==> src/rtl/affine_transform_accumulator_3d_unit_macros.svh <==
`ifndef AFFINE_TRANSFORM_ACCUMULATOR_3D_UNIT_MACROS_SVH
`define AFFINE_TRANSFORM_ACCUMULATOR_3D_UNIT_MACROS_SVH

// same-cycle implication, clocked on clk, off during reset
`define ATAC_ASSERT_IMP(label, ante, cons, msg) \
	label: assert property (@(posedge clk) disable iff (!arst_n) (ante) |-> (cons)) \
		else $error(msg);

// next-cycle implication, clocked on clk, off during reset
`define ATAC_ASSERT_NXT(label, ante, cons, msg) \
	label: assert property (@(posedge clk) disable iff (!arst_n) (ante) |=> (cons)) \
		else $error(msg);

`endif

==> src/rtl/atac_pkg.sv <==
package atac_pkg;

	localparam int DATA_W    = 32;
	localparam int OPND_W    = 33;
	localparam int TRIG_W    = 18;
	localparam int CMD_W     = 3;
	localparam int PLANE_W   = 2;
	localparam int REG_IDX_W = 2;
	localparam int ENT_W     = 4;
	localparam int NUM_ENT   = 12;
	localparam int ADDR_W    = ENT_W + 1;
	localparam int S_TDATA_W = 136;
	localparam int M_TDATA_W = 96;

	typedef enum logic [CMD_W-1:0] {
		CMD_IDENT  = 3'd0,
		CMD_TRANS  = 3'd1,
		CMD_SCALE  = 3'd2,
		CMD_ROTX   = 3'd3,
		CMD_ROTY   = 3'd4,
		CMD_ROTZ   = 3'd5,
		CMD_MIRROR = 3'd6,
		CMD_POINT  = 3'd7
	} cmd_t;

	typedef enum logic [PLANE_W-1:0] {
		PLANE_XY = 2'd0,
		PLANE_YZ = 2'd1,
		PLANE_XZ = 2'd2
	} plane_t;

	typedef enum logic [REG_IDX_W-1:0] {
		REG_REF_X = 2'd0,
		REG_REF_Y = 2'd1,
		REG_REF_Z = 2'd2
	} reg_idx_t;

	typedef enum logic [2:0] {
		ST_IDLE,
		ST_PRO,
		ST_RUN,
		ST_DRAIN,
		ST_HOLD
	} state_t;

	typedef enum logic [1:0] {
		STEP_OFFSET,
		STEP_MATRIX,
		STEP_POINT
	} step_kind_t;

	typedef struct packed {
		step_kind_t        kind;
		logic              first;
		logic              last;
		logic [ENT_W-1:0]  dst;
	} mac_tag_t;

endpackage

==> src/rtl/atac_mac.sv <==
module atac_mac #(
	parameter int FRAC_BITS = 16
) (
	input  logic                                  clk,
	input  logic                                  arst_n,
	input  logic                                  in_valid,
	input  atac_pkg::mac_tag_t                    in_tag,
	input  logic signed [atac_pkg::OPND_W-1:0]    coef,
	input  logic signed [atac_pkg::OPND_W-1:0]    data,
	output logic                                  out_valid,
	output atac_pkg::mac_tag_t                    out_tag,
	output logic signed [atac_pkg::DATA_W-1:0]    out_value,
	output logic                                  out_sat
);
	import atac_pkg::*;

	localparam int PROD_W = 2 * OPND_W;
	localparam int SH_W   = PROD_W - FRAC_BITS;
	localparam int ACC_W  = SH_W + 2;
	localparam int HI_W   = ACC_W - DATA_W + 1;

	logic                      valid_s2;
	mac_tag_t                  tag_s2;
	logic signed [PROD_W-1:0]  prod_s2;
	logic signed [ACC_W-1:0]   acc_q;
	logic signed [ACC_W-1:0]   term;
	logic signed [ACC_W-1:0]   sum;
	logic [HI_W-1:0]           hi;
	logic                      pos_ovf;
	logic                      neg_ovf;

	always_ff @(posedge clk or negedge arst_n) begin
		if (!arst_n) begin
			valid_s2 <= 1'b0;
		end else begin
			valid_s2 <= in_valid;
		end
	end

	always_ff @(posedge clk) begin
		if (in_valid) begin
			prod_s2 <= PROD_W'(coef) * PROD_W'(data);
			tag_s2  <= in_tag;
		end
		if (valid_s2) begin
			acc_q <= sum;
		end
	end

	// floor shift, then exact sum of truncated products
	assign term = ACC_W'(prod_s2 >>> FRAC_BITS);
	assign sum  = tag_s2.first ? term : acc_q + term;

	assign hi      = sum[ACC_W-1:DATA_W-1];
	assign pos_ovf = !sum[ACC_W-1] && (|hi);
	assign neg_ovf = sum[ACC_W-1] && !(&hi);

	always_comb begin
		if (pos_ovf) begin
			out_value = {1'b0, {(DATA_W-1){1'b1}}};
		end else if (neg_ovf) begin
			out_value = {1'b1, {(DATA_W-1){1'b0}}};
		end else begin
			out_value = sum[DATA_W-1:0];
		end
	end

	assign out_sat   = pos_ovf || neg_ovf;
	assign out_valid = valid_s2 && tag_s2.last;
	assign out_tag   = tag_s2;

endmodule

==> config.mk <==
export PLATFORM = sky130hd
export DESIGN_NAME = atac_mac
export DESIGN_NICKNAME = d
export VERILOG_FILES = /design/src/rtl/affine_transform_accumulator_3d_unit_macros.svh /design/src/rtl/atac_pkg.sv /design/src/rtl/atac_mac.sv
export SDC_FILE = /design/constraint.sdc
export NUM_CORES = 2
export LEC_CHECK = 0
export BUFFER_PORTS_ARGS = -buffer_cell sky130_fd_sc_hd__buf_4
export CORE_UTILIZATION = 31
export CTS_CLUSTER_DIAMETER = 200
export DETAILED_ROUTE_END_ITERATION = 6
export MAX_ROUTING_LAYER = met4
export PLACE_DENSITY = 0.53
export RECOVER_POWER = 50
export SYNTH_ARGS = -nofsm -noshare
export SYNTH_HDL_FRONTEND = slang
export SYNTH_SLANG_ARGS = --single-unit
==> constraint.sdc <==
create_clock -name clk -period 5.3 [get_ports clk]
set_input_delay 0.53 -clock clk [delete_from_list [all_inputs] [get_ports clk]]
set_output_delay 0.53 -clock clk [all_outputs]
set_load 0.03 [all_outputs]
==> out/metrics.csv <==
stage,metric,value,unit
cts,cts.path.max_buffers,2,
timing,tightest_slew,3520,ps
yosys,ys_seq_area_share,7.23,%
cts,clk_latency,400,ps
floorplan,die_h,387,µm
worst_setup_path,cp.required,5450,ps
yosys,synthCells,4924,
run_status,status,finished with violations,
worst_setup_path,cp_data_arrival_time,7520,ps
run_status,violations,"max-capacitance violations, max-slew violations, negative setup slack",
timing,report.final.slew_viol_count,114,
timing,hold_viol_final,0,
timing,fmax,136,MHz
floorplan,start_util,31.2,%
timing,slew_headroom,-134,%
floorplan,ios,119,
route,wl_per_cell,19.2,µm
timing,fin_skew,18.8,ps
yosys,yosys-top-cells-area,"fa_1 50%, inv_1 9.7%, and2_1 7.2%",
cts,cts.clk_slew.worst_paths,90,ps
worst_setup_path,cp-start-kind,input port,
timing,period_share,139,%
timing,worst_slack,-2080,ps
yosys,synth_cell_types,83,
global_route,grt_pass1_wl,216000,µm
yosys,synth_ff_type,edfxtp_1,
yosys,syn_area_per_cell,9.35,µm²
cts,root_buffer,clkbuf_16,
placement,io_buffers,118,
cts,h-tree-depth,3,
global_route,grt_start_max_net_pins,106,
floorplan,die_w,387,µm
yosys,synth_top_area_share,49.8,%
cells_and_area,final_common_cell,inv_1,
route,first_pass_iters,6,
cells_and_area,area_growth,22.8,%
worst_setup_path,critPathKind,input port to flop,
global_route,grt_overflow_total,0,
global_route,grt_usage,19.1,%
cells_and_area,mostFrequentLayoutCells,"1133 x inv_1, 1086 x fa_1, 624 x nand2_1",
placement,dpl_worst_slack,-2880,ps
global_route,grt_pass1_vias,37500,
cts,cts_sinks,111,
timing,rsz0062_at_grt,true,
worst_setup_path,crit_path_max_fanout,11,
placement,place_hpwl,116000,µm
route,wl,140000,µm
timing,finalCriticalPeriod,7380,ps
global_route,antenna_found_initial,8,
cts,numCtsBuffers,9,
yosys,synth_warnings,0,
floorplan,fp-row-count,141,
floorplan,core-area,0.148,mm²
floorplan,die_area,0.150,mm²
yosys,synth_area,0.0460,mm²
cells_and_area,finalNetCount,6831,
route,postRouteAntennaNets,0,
yosys,synth-edff-count,110,
yosys,async_flop_share,0.901,%
cells_and_area,drive_above_1_share,20.1,%
route,drt-vias-per-instance,4.70,
route,drt_iter0_drc,1929,
placement,gp_congestion,0.921,
route,via_count,34200,
route,drc,0,
cts,tritoncts,yes,
yosys,syn-num-nets,6409,
yosys,synth_top_area_cell,fa_1,
hold_path,hold_path_class,input port to flop,
worst_setup_path,end_kind,flop,
timing,finalSetupViolations,50,
run,cap_violations,2,
yosys,synth_seq_cells,111,
path summary, 6_finish.rpt:
| check | startpoint | end | slack [ps] | cells after the start |
|---|---|---|---|---|
| max | data[11] | prod_s2[64] | -2080 | 28 |
| min | in_tag[2] | out_tag[2] | 320 | 1 |
| max reg2reg | acc_q[2] | acc_q[51] | 1790 | 13 |
| min reg2reg | prod_s2[59] | acc_q[43] | 650 | 2 |
| max in group asynchronous | arst_n | valid_s2 | 4760 | 2 |
| min in group asynchronous | arst_n | valid_s2 | 440 | 2 |
cell usage after synthesis (all sizes together), types with 28 or more instances:
cell,n
nor2,83
a21bo,30
and2,532
nor3,28
xor2,36
nand2,644
edfxtp,110
fa,1145
a21oi,108
a21o,55
xnor2,66
ha,263
inv,1185
o21ai,90
clkbuf,235
layout make-up:
cell class / instances / area [µm²]
clock inverter: 7 / 90.1
inverter: 1187 / 4460
timing repair buffer: 658 / 6750
multi-input combinational: 3379 / 39300
clock buffer: 9 / 225
antenna: 2 / 5.00
tap: 1930 / 2410
sequential: 111 / 3330
fill: 14700 / 91100
registers in the layout, summed over array words and instances, names as in the netlist:
register  count
acc_q        52
out_tag       8
prod_s2      50
valid_s2      1
repair_timing:
item                       4_1_cts  5_1_grt
pin swaps                      155      139
setup endpoints to repair       82       81
resized for setup              341      220
hold buffers                     1        0
hold endpoints to repair         1        0
buffers inserted                32       48
gates cloned                    10       11
cells by family (layout without fill, tap and decap cells):
family	Yosys count	in the layout	share of synthesized area, %
AO/OA/AOI/OAI	425	425	6.32
XOR/XNOR	102	102	1.94
adder cells (fa/ha/maj)	1408	1408	56.9
buffers and inverters	1434	1861	11.8
flip-flops	111	111	7.23
multiplexers	14	14	0.323
other	0	2	0
AND/OR/NAND/NOR	1430	1430	15.5
stage by stage:
stage | hold WS, ps | setup TNS [ps] | cell area [µm²] | cells | utilization [%]
after floorplan | 234 | -74860 | 46900 | 4924 | -
after global placement | 306 | -112440 | 52700 | 7170 | 35.7
after detailed placement | 306 | -114280 | 52700 | 7170 | 35.7
after CTS | 281 | -78110 | 55000 | 7227 | 37.2
after global routing | 311 | -90000 | 56500 | 7283 | 38.3
final | 324 | -80360 | 56500 | 7283 | 38.3
critical path: stages:
cell and delay [ps]:
buf_8 130, buf_12 150, buf_12 140, and2_1 150
fa_1 480, fa_2 410, fa_1 490, inv_1 90
fa_1 540, inv_1 50, fa_1 450, fa_1 520
fa_1 520, inv_1 50, fa_1 510, inv_2 50
ha_4 240, nand4_1 140, nor2_2 70, o311ai_2 370
a31o_4 230, a31oi_4 130, a21oi_4 230, a2bb2oi_4 90
and4_4 160, o32a_1 310, buf_4 140, xor2_1 130
metal layers:
metal / up-vias / global-route usage (%) / wire length, µm
li1: 15400 / - / -
met1: 17800 / 25.5 / 63100
met2: 882 / 30.6 / 65900
met3: 127 / 2.98 / 7690
met4: 0 / 4.26 / 3140
met5: - / - / 0
Power is left out: the tool's default activity adds up to more than one toggle a clock period on the data nets, which glitch-free logic cannot reach.
